==> config.mk <==
export PLATFORM = sky130hd
export DESIGN_NAME = wheel_speed_ramp_controller_core
export DESIGN_NICKNAME = d
export VERILOG_FILES = /design/src/rtl/wsrc_pkg.sv /design/src/rtl/wsrc_front.sv /design/src/rtl/wsrc_queue.sv /design/src/rtl/wsrc_back.sv /design/src/rtl/wheel_speed_ramp_controller_core.sv
export SDC_FILE = /design/constraint.sdc
export NUM_CORES = 2
export LEC_CHECK = 0
export BUFFER_PORTS_ARGS = -buffer_cell sky130_fd_sc_hd__buf_2
export CAP_MARGIN = 20
export CORE_MARGIN = 3
export CORE_UTILIZATION = 55
export DETAILED_ROUTE_END_ITERATION = 7
export GPL_ROUTABILITY_DRIVEN = 0
export HOLD_SLACK_MARGIN = 0.03
export PLACE_DENSITY = 0.81
export SLEW_MARGIN = 20
export SYNTH_ARGS = -nofsm -noshare
export SYNTH_HDL_FRONTEND = slang
export SYNTH_SLANG_ARGS = --single-unit
==> constraint.sdc <==
create_clock -name clk -period 9.5 [get_ports clk]
set_clock_uncertainty 0.1 [all_clocks]
set_input_delay 0.95 -clock clk [delete_from_list [all_inputs] [get_ports clk]]
set_output_delay 0.95 -clock clk [all_outputs]
set_load 0.05 [all_outputs]
==> src/rtl/wsrc_pkg.sv <==
// Shared types and constants for the wheel speed ramp controller.
// No dependencies; every other file in rtl imports this package.
`default_nettype none

package wsrc_pkg;

    localparam int QUEUE_DEPTH = 2;
    localparam int TICK_W      = 28;
    localparam int ADDR_W      = 4;
    localparam int DATA_W      = 32;

    localparam logic [14:0] BASE_SPEED_RESET = 15'd140;
    localparam logic [7:0]  RAMP_INC_RESET   = 8'd10;
    localparam logic [7:0]  POLL_TICKS_RESET = 8'd10;
    localparam logic [14:0] SPEED_LIMIT_RESET = 15'(int'(BASE_SPEED_RESET) * 3 / 2);
    localparam logic [14:0] SPEED_LIMIT_MAX  = 15'd32767;

    // Exact unsigned divide by ten for 32-bit values: (x * RECIP10) >> RECIP10_SHIFT
    localparam logic [31:0] RECIP10       = 32'hCCCC_CCCD;
    localparam int          RECIP10_SHIFT = 35;

    localparam logic signed [16:0] CORR_MAX = 17'sd65535;

    typedef enum logic [1:0] {
        ACT_COMMAND = 2'd0,
        ACT_TICK    = 2'd1,
        ACT_ODO     = 2'd2,
        ACT_NONE    = 2'd3
    } action_t;

    typedef enum logic [2:0] {
        DIR_STOP    = 3'd0,
        DIR_FORWARD = 3'd1,
        DIR_BACK    = 3'd2,
        DIR_LEFT    = 3'd3,
        DIR_RIGHT   = 3'd4
    } direction_t;

    typedef enum logic [1:0] {
        OP_STOP = 2'd0,
        OP_MOVE = 2'd1,
        OP_TICK = 2'd2,
        OP_ODO  = 2'd3
    } op_t;

    typedef enum logic [1:0] {
        MOVE_FORWARD = 2'd0,
        MOVE_BACK    = 2'd1,
        MOVE_LEFT    = 2'd2,
        MOVE_RIGHT   = 2'd3
    } move_t;

    typedef enum logic [1:0] {
        KIND_SPEED  = 2'd0,
        KIND_STOP   = 2'd1,
        KIND_STATUS = 2'd2
    } kind_t;

    typedef enum logic [1:0] {
        REG_BASE_SPEED = 2'd0,
        REG_RAMP_INC   = 2'd1,
        REG_POLL_TICKS = 2'd2
    } cfg_reg_t;

    typedef struct packed {
        op_t                op;
        move_t              move;
        logic               held;
        logic [TICK_W-1:0]  ticks;
        logic signed [32:0] odo_diff;
    } item_word_t;

    typedef struct packed {
        logic [14:0] base_speed;
        logic [7:0]  ramp_inc;
        logic [7:0]  poll_ticks;
        logic [14:0] speed_limit;
    } cfg_t;

    typedef struct packed {
        kind_t              kind;
        logic signed [15:0] left;
        logic signed [15:0] right;
        logic               last;
    } frame_t;

endpackage

`default_nettype wire

==> src/rtl/wsrc_front.sv <==
// Front end: accepts input words, drops ignored ones, decodes the rest.
// Depends on wsrc_pkg; feeds wsrc_queue.
`default_nettype none

module wsrc_front (
    input  wire logic                       item_valid,
    output logic                            item_ready,
    input  wire logic [1:0]                 action,
    input  wire logic [2:0]                 direction,
    input  wire logic signed [31:0]         run_length,
    input  wire logic signed [31:0]         odo_left_count,
    input  wire logic signed [31:0]         odo_right_count,
    output logic                            push_valid,
    output wsrc_pkg::item_word_t            push_word,
    input  wire logic                       push_ready
);
    import wsrc_pkg::*;

    logic              keep;
    logic              dur_pos;
    logic [62:0]       prod;
    logic [TICK_W-1:0] quot;

    assign item_ready = push_ready;
    assign push_valid = item_valid && keep;

    assign dur_pos = !run_length[31] && (run_length != 32'sd0);
    assign prod    = {32'd0, run_length[30:0]} * {31'd0, RECIP10};
    assign quot    = prod[RECIP10_SHIFT +: TICK_W];

    always_comb
    begin
        keep               = 1'b0;
        push_word.op       = OP_TICK;
        push_word.move     = MOVE_FORWARD;
        push_word.held     = !dur_pos;
        push_word.ticks    = '0;
        push_word.odo_diff = {odo_right_count[31], odo_right_count}
                           - {odo_left_count[31], odo_left_count};
        if (dur_pos)
        begin
            push_word.ticks = (quot == '0) ? TICK_W'(1) : quot;
        end
        case (action_t'(action))
            ACT_COMMAND:
            begin
                keep = 1'b1;
                case (direction_t'(direction))
                    DIR_STOP:    push_word.op = OP_STOP;
                    DIR_FORWARD:
                    begin
                        push_word.op   = OP_MOVE;
                        push_word.move = MOVE_FORWARD;
                    end
                    DIR_BACK:
                    begin
                        push_word.op   = OP_MOVE;
                        push_word.move = MOVE_BACK;
                    end
                    DIR_LEFT:
                    begin
                        push_word.op   = OP_MOVE;
                        push_word.move = MOVE_LEFT;
                    end
                    DIR_RIGHT:
                    begin
                        push_word.op   = OP_MOVE;
                        push_word.move = MOVE_RIGHT;
                    end
                    default:     keep = 1'b0;
                endcase
            end
            ACT_TICK:
            begin
                keep         = 1'b1;
                push_word.op = OP_TICK;
            end
            ACT_ODO:
            begin
                keep         = 1'b1;
                push_word.op = OP_ODO;
            end
            default:     keep = 1'b0;
        endcase
    end

endmodule

`default_nettype wire

==> src/rtl/wsrc_queue.sv <==
// Short register queue of decoded words between front and back.
// Depends on wsrc_pkg for the word type.
`default_nettype none

module wsrc_queue #(
    parameter int DEPTH = wsrc_pkg::QUEUE_DEPTH
) (
    input  wire logic                  clk,
    input  wire logic                  rst_n,
    input  wire logic                  push_valid,
    output logic                       push_ready,
    input  wire wsrc_pkg::item_word_t  push_word,
    output logic                       head_valid,
    output wsrc_pkg::item_word_t       head_word,
    input  wire logic                  head_pop
);
    import wsrc_pkg::*;

    localparam int PTR_W = (DEPTH > 1) ? $clog2(DEPTH) : 1;
    localparam int CNT_W = $clog2(DEPTH + 1);

    item_word_t         entry_reg [DEPTH];
    logic [PTR_W-1:0]   wr_ptr_reg;
    logic [PTR_W-1:0]   wr_ptr_next;
    logic [PTR_W-1:0]   rd_ptr_reg;
    logic [PTR_W-1:0]   rd_ptr_next;
    logic [CNT_W-1:0]   count_reg;
    logic [CNT_W-1:0]   count_next;
    logic               do_push;
    logic               do_pop;

    assign push_ready = (count_reg != CNT_W'(DEPTH));
    assign head_valid = (count_reg != '0);
    assign head_word  = entry_reg[rd_ptr_reg];
    assign do_push    = push_valid && push_ready;
    assign do_pop     = head_pop && head_valid;

    always_comb
    begin
        wr_ptr_next = wr_ptr_reg;
        rd_ptr_next = rd_ptr_reg;
        count_next  = count_reg;
        if (do_push)
        begin
            wr_ptr_next = (wr_ptr_reg == PTR_W'(DEPTH - 1)) ? '0 : wr_ptr_reg + 1'b1;
        end
        if (do_pop)
        begin
            rd_ptr_next = (rd_ptr_reg == PTR_W'(DEPTH - 1)) ? '0 : rd_ptr_reg + 1'b1;
        end
        if (do_push && !do_pop)
        begin
            count_next = count_reg + 1'b1;
        end
        else if (do_pop && !do_push)
        begin
            count_next = count_reg - 1'b1;
        end
    end

    always_ff @(posedge clk or negedge rst_n)
    begin
        if (!rst_n)
        begin
            wr_ptr_reg <= '0;
            rd_ptr_reg <= '0;
            count_reg  <= '0;
        end
        else
        begin
            wr_ptr_reg <= wr_ptr_next;
            rd_ptr_reg <= rd_ptr_next;
            count_reg  <= count_next;
        end
    end

    always_ff @(posedge clk)
    begin
        if (do_push)
        begin
            entry_reg[wr_ptr_reg] <= push_word;
        end
    end

    a_count_bound: assert property (@(posedge clk) disable iff (!rst_n)
        count_reg <= CNT_W'(DEPTH))
        else $error("queue count above depth");

    a_push_grows: assert property (@(posedge clk) disable iff (!rst_n)
        (do_push && !do_pop) |=> (count_reg == $past(count_reg) + 1'b1))
        else $error("queue count did not grow on push");

    a_pop_shrinks: assert property (@(posedge clk) disable iff (!rst_n)
        (do_pop && !do_push) |=> (count_reg == $past(count_reg) - 1'b1))
        else $error("queue count did not shrink on pop");

endmodule

`default_nettype wire

==> src/rtl/wsrc_back.sv <==
// Back end: executes decoded words against the run state and sequences result frames.
// Depends on wsrc_pkg; pops wsrc_queue and drives the output register.
`default_nettype none

module wsrc_back (
    input  wire logic                  clk,
    input  wire logic                  rst_n,
    input  wire wsrc_pkg::cfg_t        cfg,
    input  wire logic                  head_valid,
    input  wire wsrc_pkg::item_word_t  head_word,
    output logic                       head_pop,
    output logic                       frame_valid,
    input  wire logic                  frame_ready,
    output logic [1:0]                 frame_kind,
    output logic signed [15:0]         left_speed,
    output logic signed [15:0]         right_speed,
    output logic                       last
);
    import wsrc_pkg::*;

    function automatic logic signed [15:0] step_toward(
        input logic signed [15:0] cur,
        input logic signed [15:0] tgt,
        input logic [7:0]         inc
    );
        logic signed [16:0] up;
        logic signed [16:0] dn;
        logic signed [16:0] tgt_x;
        logic signed [15:0] res;
        up    = {cur[15], cur} + {9'd0, inc};
        dn    = {cur[15], cur} - {9'd0, inc};
        tgt_x = {tgt[15], tgt};
        res   = cur;
        if (cur < tgt)
        begin
            res = (up > tgt_x) ? tgt : up[15:0];
        end
        else if (cur > tgt)
        begin
            res = (dn < tgt_x) ? tgt : dn[15:0];
        end
        return res;
    endfunction

    logic                running_reg, running_next;
    logic                held_reg, held_next;
    logic signed [15:0]  tl_reg, tl_next;
    logic signed [15:0]  tr_reg, tr_next;
    logic signed [15:0]  rl_reg, rl_next;
    logic signed [15:0]  rr_reg, rr_next;
    logic [TICK_W-1:0]   ticks_reg, ticks_next;
    logic                drift_reg, drift_next;
    logic [7:0]          poll_reg, poll_next;
    logic signed [32:0]  latest_diff_reg, latest_diff_next;
    logic signed [32:0]  base_diff_reg, base_diff_next;
    logic signed [16:0]  corr_reg, corr_next;
    logic                fresh_reg, fresh_next;

    frame_t              slot_reg [3];
    frame_t              slot_next [3];
    logic [2:0]          slot_valid_reg, slot_valid_next;
    frame_t              out_reg, out_next;
    logic                out_valid_reg, out_valid_next;

    frame_t              new_frame [3];
    logic [2:0]          new_valid;

    logic                out_free;
    logic                advance;

    logic signed [15:0]  base_s;
    logic signed [15:0]  rl_step, rr_step;
    logic [7:0]          poll_inc;
    logic                status_ev;
    logic                stop_ev;
    logic                drift_on;
    logic signed [17:0]  sum_l, sum_r, lim_s;
    logic signed [15:0]  clamp_l, clamp_r;
    logic signed [15:0]  spd_l, spd_r;
    logic signed [33:0]  corr_d, corr_h;
    logic                tick_live;

    assign out_free = !out_valid_reg || frame_ready;
    assign advance  = out_free && slot_valid_reg[0];
    assign head_pop = head_valid && (!slot_valid_reg[0] || (advance && !slot_valid_reg[1]));

    assign frame_valid = out_valid_reg;
    assign frame_kind  = out_reg.kind;
    assign left_speed  = out_reg.left;
    assign right_speed = out_reg.right;
    assign last        = out_reg.last;

    // tick datapath
    assign base_s    = {1'b0, cfg.base_speed};
    assign rl_step   = step_toward(rl_reg, tl_reg, cfg.ramp_inc);
    assign rr_step   = step_toward(rr_reg, tr_reg, cfg.ramp_inc);
    assign poll_inc  = poll_reg + 8'd1;
    assign status_ev = (poll_inc >= cfg.poll_ticks);
    assign stop_ev   = (tl_reg == 16'sd0) && (tr_reg == 16'sd0)
                    && (rl_step == 16'sd0) && (rr_step == 16'sd0);
    assign drift_on  = drift_reg && (tl_reg == tr_reg) && (tl_reg != 16'sd0)
                    && (rl_step == rr_step);
    assign lim_s     = {3'd0, cfg.speed_limit};
    assign sum_l     = {{2{rl_step[15]}}, rl_step} + {corr_reg[16], corr_reg};
    assign sum_r     = {{2{rr_step[15]}}, rr_step} - {corr_reg[16], corr_reg};
    assign tick_live = (head_word.op == OP_TICK) && running_reg;

    always_comb
    begin
        if (sum_l > lim_s)
        begin
            clamp_l = lim_s[15:0];
        end
        else if (sum_l < -lim_s)
        begin
            clamp_l = -lim_s[15:0];
        end
        else
        begin
            clamp_l = sum_l[15:0];
        end
        if (sum_r > lim_s)
        begin
            clamp_r = lim_s[15:0];
        end
        else if (sum_r < -lim_s)
        begin
            clamp_r = -lim_s[15:0];
        end
        else
        begin
            clamp_r = sum_r[15:0];
        end
        spd_l = rl_step;
        spd_r = rr_step;
        if (drift_on)
        begin
            spd_r = clamp_r;
            spd_l = clamp_l;
            // keep the left wheel from reversing
            if ((rl_step > 16'sd0 && clamp_l < 16'sd0) || (rl_step < 16'sd0 && clamp_l > 16'sd0))
            begin
                spd_l = 16'sd0;
            end
        end
    end

    // drift correction refresh on odometry words
    assign corr_d = {head_word.odo_diff[32], head_word.odo_diff}
                  - {base_diff_reg[32], base_diff_reg};
    assign corr_h = (corr_d + $signed({33'd0, corr_d[33]})) >>> 1;

    always_comb
    begin
        running_next     = running_reg;
        held_next        = held_reg;
        tl_next          = tl_reg;
        tr_next          = tr_reg;
        rl_next          = rl_reg;
        rr_next          = rr_reg;
        ticks_next       = ticks_reg;
        drift_next       = drift_reg;
        poll_next        = poll_reg;
        latest_diff_next = latest_diff_reg;
        base_diff_next   = base_diff_reg;
        corr_next        = corr_reg;
        fresh_next       = fresh_reg;
        new_valid        = 3'b000;
        for (int i = 0; i < 3; i++)
        begin
            new_frame[i] = '{kind: KIND_STOP, left: 16'sd0, right: 16'sd0, last: 1'b1};
        end

        if (head_pop)
        begin
            case (head_word.op)
                OP_STOP:
                begin
                    tl_next    = 16'sd0;
                    tr_next    = 16'sd0;
                    held_next  = 1'b0;
                    ticks_next = '0;
                    drift_next = 1'b0;
                    if (!running_reg)
                    begin
                        rl_next      = 16'sd0;
                        rr_next      = 16'sd0;
                        new_valid[0] = 1'b1;
                    end
                end
                OP_MOVE:
                begin
                    case (head_word.move)
                        MOVE_FORWARD:
                        begin
                            tl_next = base_s;
                            tr_next = base_s;
                        end
                        MOVE_BACK:
                        begin
                            tl_next = -base_s;
                            tr_next = -base_s;
                        end
                        MOVE_LEFT:
                        begin
                            tl_next = -base_s;
                            tr_next = base_s;
                        end
                        MOVE_RIGHT:
                        begin
                            tl_next = base_s;
                            tr_next = -base_s;
                        end
                        default:
                        begin
                            tl_next = base_s;
                            tr_next = base_s;
                        end
                    endcase
                    held_next    = head_word.held;
                    ticks_next   = head_word.ticks;
                    drift_next   = fresh_reg;
                    if (fresh_reg)
                    begin
                        base_diff_next = latest_diff_reg;
                        corr_next      = 17'sd0;
                    end
                    poll_next    = 8'd0;
                    running_next = 1'b1;
                end
                OP_ODO:
                begin
                    latest_diff_next = head_word.odo_diff;
                    fresh_next       = 1'b1;
                    if (corr_h > 34'sd65535)
                    begin
                        corr_next = CORR_MAX;
                    end
                    else if (corr_h < -34'sd65535)
                    begin
                        corr_next = -CORR_MAX;
                    end
                    else
                    begin
                        corr_next = corr_h[16:0];
                    end
                end
                OP_TICK:
                begin
                    if (running_reg)
                    begin
                        rl_next   = rl_step;
                        rr_next   = rr_step;
                        poll_next = status_ev ? 8'd0 : poll_inc;
                        if ((tl_reg == 16'sd0) && (tr_reg == 16'sd0))
                        begin
                            if (stop_ev)
                            begin
                                running_next = 1'b0;
                            end
                        end
                        else if (!held_reg)
                        begin
                            if (ticks_reg <= TICK_W'(1))
                            begin
                                ticks_next = '0;
                                tl_next    = 16'sd0;
                                tr_next    = 16'sd0;
                                drift_next = 1'b0;
                            end
                            else
                            begin
                                ticks_next = ticks_reg - 1'b1;
                            end
                        end
                    end
                end
                default:
                begin
                    running_next = running_reg;
                end
            endcase

            if (tick_live)
            begin
                new_valid[0] = 1'b1;
                new_valid[1] = status_ev || stop_ev;
                new_valid[2] = status_ev && stop_ev;
                if (status_ev)
                begin
                    new_frame[0] = '{kind: KIND_STATUS, left: 16'sd0, right: 16'sd0, last: 1'b0};
                    new_frame[1] = '{kind: KIND_SPEED, left: spd_l, right: spd_r, last: !stop_ev};
                end
                else
                begin
                    new_frame[0] = '{kind: KIND_SPEED, left: spd_l, right: spd_r, last: !stop_ev};
                end
            end
        end
    end

    always_comb
    begin
        slot_next       = slot_reg;
        slot_valid_next = slot_valid_reg;
        out_next        = out_reg;
        out_valid_next  = out_valid_reg;
        if (advance)
        begin
            out_next        = slot_reg[0];
            out_valid_next  = 1'b1;
            slot_next[0]    = slot_reg[1];
            slot_next[1]    = slot_reg[2];
            slot_valid_next = {1'b0, slot_valid_reg[2:1]};
        end
        else if (frame_ready)
        begin
            out_valid_next = 1'b0;
        end
        if (head_pop)
        begin
            slot_next       = new_frame;
            slot_valid_next = new_valid;
        end
    end

    always_ff @(posedge clk or negedge rst_n)
    begin
        if (!rst_n)
        begin
            running_reg     <= 1'b0;
            held_reg        <= 1'b0;
            tl_reg          <= 16'sd0;
            tr_reg          <= 16'sd0;
            rl_reg          <= 16'sd0;
            rr_reg          <= 16'sd0;
            ticks_reg       <= '0;
            drift_reg       <= 1'b0;
            poll_reg        <= 8'd0;
            latest_diff_reg <= 33'sd0;
            base_diff_reg   <= 33'sd0;
            corr_reg        <= 17'sd0;
            fresh_reg       <= 1'b0;
            slot_valid_reg  <= 3'b000;
            out_valid_reg   <= 1'b0;
        end
        else
        begin
            running_reg     <= running_next;
            held_reg        <= held_next;
            tl_reg          <= tl_next;
            tr_reg          <= tr_next;
            rl_reg          <= rl_next;
            rr_reg          <= rr_next;
            ticks_reg       <= ticks_next;
            drift_reg       <= drift_next;
            poll_reg        <= poll_next;
            latest_diff_reg <= latest_diff_next;
            base_diff_reg   <= base_diff_next;
            corr_reg        <= corr_next;
            fresh_reg       <= fresh_next;
            slot_valid_reg  <= slot_valid_next;
            out_valid_reg   <= out_valid_next;
        end
    end

    always_ff @(posedge clk)
    begin
        slot_reg <= slot_next;
        out_reg  <= out_next;
    end

    a_slots_packed: assert property (@(posedge clk) disable iff (!rst_n)
        (slot_valid_reg[1] |-> slot_valid_reg[0]) and (slot_valid_reg[2] |-> slot_valid_reg[1]))
        else $error("pending frames not packed toward the head");

    a_pop_drains: assert property (@(posedge clk) disable iff (!rst_n)
        head_pop |-> (!slot_valid_reg[1] && (!slot_valid_reg[0] || advance)))
        else $error("word popped while frames still pending");

    a_idle_frames_zero: assert property (@(posedge clk) disable iff (!rst_n)
        (out_valid_reg && out_reg.kind != KIND_SPEED) |-> (out_reg.left == 16'sd0
            && out_reg.right == 16'sd0))
        else $error("stop or status frame carries a speed");

    a_stop_ends_run: assert property (@(posedge clk) disable iff (!rst_n)
        (head_pop && tick_live && stop_ev) |=> (!running_reg && slot_valid_reg[0]))
        else $error("run not ended after final stop frame");

endmodule

`default_nettype wire

==> src/rtl/wheel_speed_ramp_controller_core.sv <==
// Path: queue register, then pending frame slots, then the output register.
// Throughput: one input word per cycle unless stalled; a tick with k frames holds later words.
// The output register and the decoded-word queue let input and output stall independently.
// Reset (rst_n low, asynchronous) clears the run state, the queue and the output register,
// and loads base_speed 140, ramp_increment 10, status_poll_ticks 10.
`default_nettype none

module wheel_speed_ramp_controller_core #(
    parameter int QUEUE_DEPTH = wsrc_pkg::QUEUE_DEPTH
) (
    input  wire logic                         clk,
    input  wire logic                         rst_n,
    input  wire logic                         psel,
    input  wire logic                         penable,
    input  wire logic                         pwrite,
    input  wire logic [wsrc_pkg::ADDR_W-1:0]  paddr,
    input  wire logic [wsrc_pkg::DATA_W-1:0]  pwdata,
    output logic [wsrc_pkg::DATA_W-1:0]       prdata,
    output logic                              pready,
    input  wire logic                         item_valid,
    output logic                              item_ready,
    input  wire logic [1:0]                   action,
    input  wire logic [2:0]                   direction,
    input  wire logic signed [31:0]           run_length,
    input  wire logic signed [31:0]           odo_left_count,
    input  wire logic signed [31:0]           odo_right_count,
    output logic                              frame_valid,
    input  wire logic                         frame_ready,
    output logic [1:0]                        frame_kind,
    output logic signed [15:0]                left_speed,
    output logic signed [15:0]                right_speed,
    output logic                              last
);
    import wsrc_pkg::*;

    cfg_t        cfg_reg;
    cfg_t        cfg_next;
    logic        cfg_write;
    cfg_reg_t    cfg_sel;
    logic [15:0] limit_raw;

    logic        push_valid;
    logic        push_ready;
    item_word_t  push_word;
    logic        head_valid;
    item_word_t  head_word;
    logic        head_pop;

    assign pready    = 1'b1;
    assign cfg_write = psel && penable && pwrite && pready;
    assign cfg_sel   = cfg_reg_t'(paddr[3:2]);
    assign limit_raw = {1'b0, cfg_reg.base_speed} + {2'b00, cfg_reg.base_speed[14:1]};

    always_comb
    begin
        cfg_next             = cfg_reg;
        cfg_next.speed_limit = limit_raw[15] ? SPEED_LIMIT_MAX : limit_raw[14:0];
        if (cfg_write)
        begin
            case (cfg_sel)
                REG_BASE_SPEED: cfg_next.base_speed = pwdata[14:0];
                REG_RAMP_INC:   cfg_next.ramp_inc   = pwdata[7:0];
                REG_POLL_TICKS: cfg_next.poll_ticks = pwdata[7:0];
                default:        cfg_next.base_speed = cfg_reg.base_speed;
            endcase
        end
    end

    always_comb
    begin
        case (cfg_sel)
            REG_BASE_SPEED: prdata = {17'd0, cfg_reg.base_speed};
            REG_RAMP_INC:   prdata = {24'd0, cfg_reg.ramp_inc};
            REG_POLL_TICKS: prdata = {24'd0, cfg_reg.poll_ticks};
            default:        prdata = '0;
        endcase
    end

    always_ff @(posedge clk or negedge rst_n)
    begin
        if (!rst_n)
        begin
            cfg_reg.base_speed  <= BASE_SPEED_RESET;
            cfg_reg.ramp_inc    <= RAMP_INC_RESET;
            cfg_reg.poll_ticks  <= POLL_TICKS_RESET;
            cfg_reg.speed_limit <= SPEED_LIMIT_RESET;
        end
        else
        begin
            cfg_reg <= cfg_next;
        end
    end

    wsrc_front u_front (
        .item_valid      (item_valid),
        .item_ready      (item_ready),
        .action          (action),
        .direction       (direction),
        .run_length      (run_length),
        .odo_left_count  (odo_left_count),
        .odo_right_count (odo_right_count),
        .push_valid      (push_valid),
        .push_word       (push_word),
        .push_ready      (push_ready)
    );

    wsrc_queue #(
        .DEPTH (QUEUE_DEPTH)
    ) u_queue (
        .clk        (clk),
        .rst_n      (rst_n),
        .push_valid (push_valid),
        .push_ready (push_ready),
        .push_word  (push_word),
        .head_valid (head_valid),
        .head_word  (head_word),
        .head_pop   (head_pop)
    );

    wsrc_back u_back (
        .clk         (clk),
        .rst_n       (rst_n),
        .cfg         (cfg_reg),
        .head_valid  (head_valid),
        .head_word   (head_word),
        .head_pop    (head_pop),
        .frame_valid (frame_valid),
        .frame_ready (frame_ready),
        .frame_kind  (frame_kind),
        .left_speed  (left_speed),
        .right_speed (right_speed),
        .last        (last)
    );

endmodule

`default_nettype wire

==> key figures <==
Critical path
  • Reg2Reg Depth: 42
  • Critical path launch point: cfg_reg[24]
  • CP required: 9870 ps
  • Startpoint types: flip-flop
  • Critical Path Fanout Max: 14
  • Crit path capture type: flip-flop
  • Most numerous cell on the critical path: a21o_1
  • Setup CP Type: reg -> reg
  • FF-to-FF Start: cfg_reg[24]
  • Crit-path max cell delay: 560 ps
  • CP Data Arrival Time: 9760 ps
  • Critical-path top delay cell: dfstp_2

Clock tree
  • Clock Tree Buf Depth: 3
  • Clk root buf: clkbuf_16
  • Skew-Pair Late Insertion Delay: 630 ps
  • CTS tree: done
  • CTS H-tree lvls: 2
  • CTS Buf Count: 51
  • Clock-pin slew on the worst setup and hold paths: 70 ps
  • Clock sink total: 476

Layout
  • Layout Nets: 6610
  • Layout cells sized above 1: 16.8%
  • Area grow syn2layout: 13.4%
  • Finished Layout Cells: 6763
  • Diode count: 0
  • Register area: 13100 um^2
  • Flip-flop count of the largest register after layout: 132
  • Filler cells: 6786
  • Multi-input logic area: 32900 um^2

Routing
  • Vias: 41600
  • Total routed wirelength: 139000 um
  • Total DRC errors in the routed layout: 0
  • Starting DRT DRC Count: 4116
  • Final ANT Viol Nets: 0
  • Drt wl/cell: 20.6 um
  • Vias/cell: 6.14
  • Drt pass-1 iters: 7

Yosys
  • Ys Warns: 0
  • Syn avg cell area: 9.39 um^2
  • Cells after synthesis: 5177
  • Async SR Flop Fraction: 50.4%
  • Post-synth EDFFs: 236
  • Ys flop type: edfxtp_1
  • Sequential area share after synthesis: 27.0%
  • Mapped cell area: 48600 um^2
  • Synthesized flop and latch total: 476
  • Distinct cells, synth: 132

Placed design
  • PortBufs: 176
  • Pre-CTS setup slack: -302 ps
  • Dpl cells: 6625
  • Post-detail-place hpwl: 109000 um

Status
  • Run status: complete, no violations

Floorplan
  • Die area: 92000 um^2
  • Row count: 108
  • IO Count: 214
  • Initial Utilization: 55.8%
  • Core box area: 87200 um^2
  • Die X-Extent: 303 um
  • Die H: 303 um

Timing
  • Final Hold Violating Endpoints: 0
  • Hold Slack: 279 ps
  • Post-route setup slack: 110 ps
  • Final min period: 9390 ps
  • Relative slew slack: 15.0%
  • Endpoints failing setup: 0
  • Worst slew pin tran: 1270 ps
  • Setup TNS: 0 ps
  • Period utilization: 98.8%
  • Max-slew violation count: 0
  • RSZ-0062 raised after global routing: yes
  • Top achievable clock speed: 0.107 GHz

Worst hold path
  • Worst Hold Class: in -> async

GRT
  • Initial antenna violation count: 1
  • Total Routing Usage GR: 29.6%
  • Gr ovfl total: 0
  • Largest net degree at the start of global routing: 113
  • Via count of the first global-routing pass: 40900
  • First-pass GRT wire length: 217000 um

Flow run
  • MaxCap Viol Count: 0
## per-layer routing
metal	vias to the layer above	share of wire [%]	global-route usage, %
li1	19200	-	-
met1	19900	39	37.4
met2	1971	46	47.8
met3	542	8.9	6.48
met4	2	6.6	15.6
met5	-	0.010	0
## per-stage QoR
| step | util [%] | area [um^2] |
|---|---|---|
| finish | 63.3 | 55100 |
| global route | 63.3 | 55100 |
| CTS | 62.2 | 54200 |
| detailed placement | 60.1 | 52400 |
| global placement | 60.1 | 52400 |
| floorplan | - | 48700 |
## cell type report
cell class / instances / area share [%]
multi-input cells: 3869 / 59.7
flip-flops and latches: 476 / 23.8
repair buffers: 496 / 6.10
inverters: 671 / 4.57
well taps: 1155 / 2.62
clock buffers: 66 / 2.58
clock inverters: 30 / 0.606
## Yosys cell counts, types with 45 or more instances
cell	count	area share (%)
edfxtp_1	236	15
xor2_1	66	1.2
o21ai_0	322	3.3
nor2b_1	51	0.66
dfrtp_1	229	12
a21o_1	83	1.3
nand3_1	102	1.0
inv_1	669	5.2
fa_1	252	10
clkbuf_1	127	0.98
xnor2_1	187	3.4
a211oi_1	48	0.74
ha_1	649	17
a21oi_1	256	2.6
nand2b_1	45	0.58
mux2i_1	70	1.4
nor3_1	108	1.1
mux2_2	142	3.3
nor4_1	47	0.60
nand4_1	83	1.1
nand2_1	348	2.7
nor2_1	266	2.1
o21a_1	49	0.76
## worst max-delay path, delay by kind of cell, from the launching register on
| family | cells | cell delay [ps] |
|---|---|---|
| buffers and inverters | 7 | 1080 |
| flip-flops | 1 | 560 |
| adder cells (fa/ha/maj) | 4 | 1210 |
| AND/OR/NAND/NOR | 4 | 650 |
| multiplexers | 2 | 530 |
| AO/OA/AOI/OAI | 23 | 4870 |
| XOR/XNOR | 2 | 230 |
## cell usage in the layout (no fill, tap or decap), types with 20 or more instances in the layout
master,count
edfxtp_1,236
a22o_1,25
nand2_1,347
o22ai_1,20
o21ai_1,24
a21o_1,82
inv_1,665
nand3_1,100
mux2i_1,65
buf_2,175
xor2_1,66
fa_1,250
ha_1,644
o21bai_1,34
and3_1,43
a211oi_1,42
mux2_2,141
a21oi_1,238
nand4_1,83
dfrtp_1,226
clkbuf_16,54
nor2b_1,49
o21a_1,48
o31ai_1,27
o211ai_1,39
and2_1,32
a31oi_1,43
nand2b_1,45
xnor2_1,179
buf_4,311
nor3_1,100
o21ai_0,302
a32oi_1,20
nor2_1,265
nor4_1,44
or3_1,32
## cells by family (layout without fill, tap and decap cells)
family	Yosys count	in the layout	synth area share, %
buffers and inverters	850	1263	6.90
DFF	476	476	27.0
AOI/OAI and AO/OA	1198	1199	16.3
xor gates and xnor gates	253	253	4.56
adders and majority gates	902	902	27.1
and+or+nand+nor	1284	1285	13.5
muxes	212	212	4.73
other	2	18	0.0154
## worst paths after layout
kind | endpoint | slack [ps]
max in group asynchronous | u_queue.rd_ptr_reg | 7420
max | u_back.slot_reg[64] | 110
min in group clk | u_back.right_speed[5] | 320
min reg2reg | u_back.right_speed[5] | 320
min | cfg_reg[27] | 280
max reg2reg | u_back.slot_reg[64] | 110
## timing repair
item | CTS | global route
cloned | 0 | 3
buffers inserted | 1 | 38
pin swaps | 1 | 47
endpoints found under the setup margin | 59 | 66
hold buffers | 0 | 0
gates resized for setup | 20 | 128
Power is left out: the tool's default activity adds up to more than one toggle a clock period on the data nets, which glitch-free logic cannot reach.
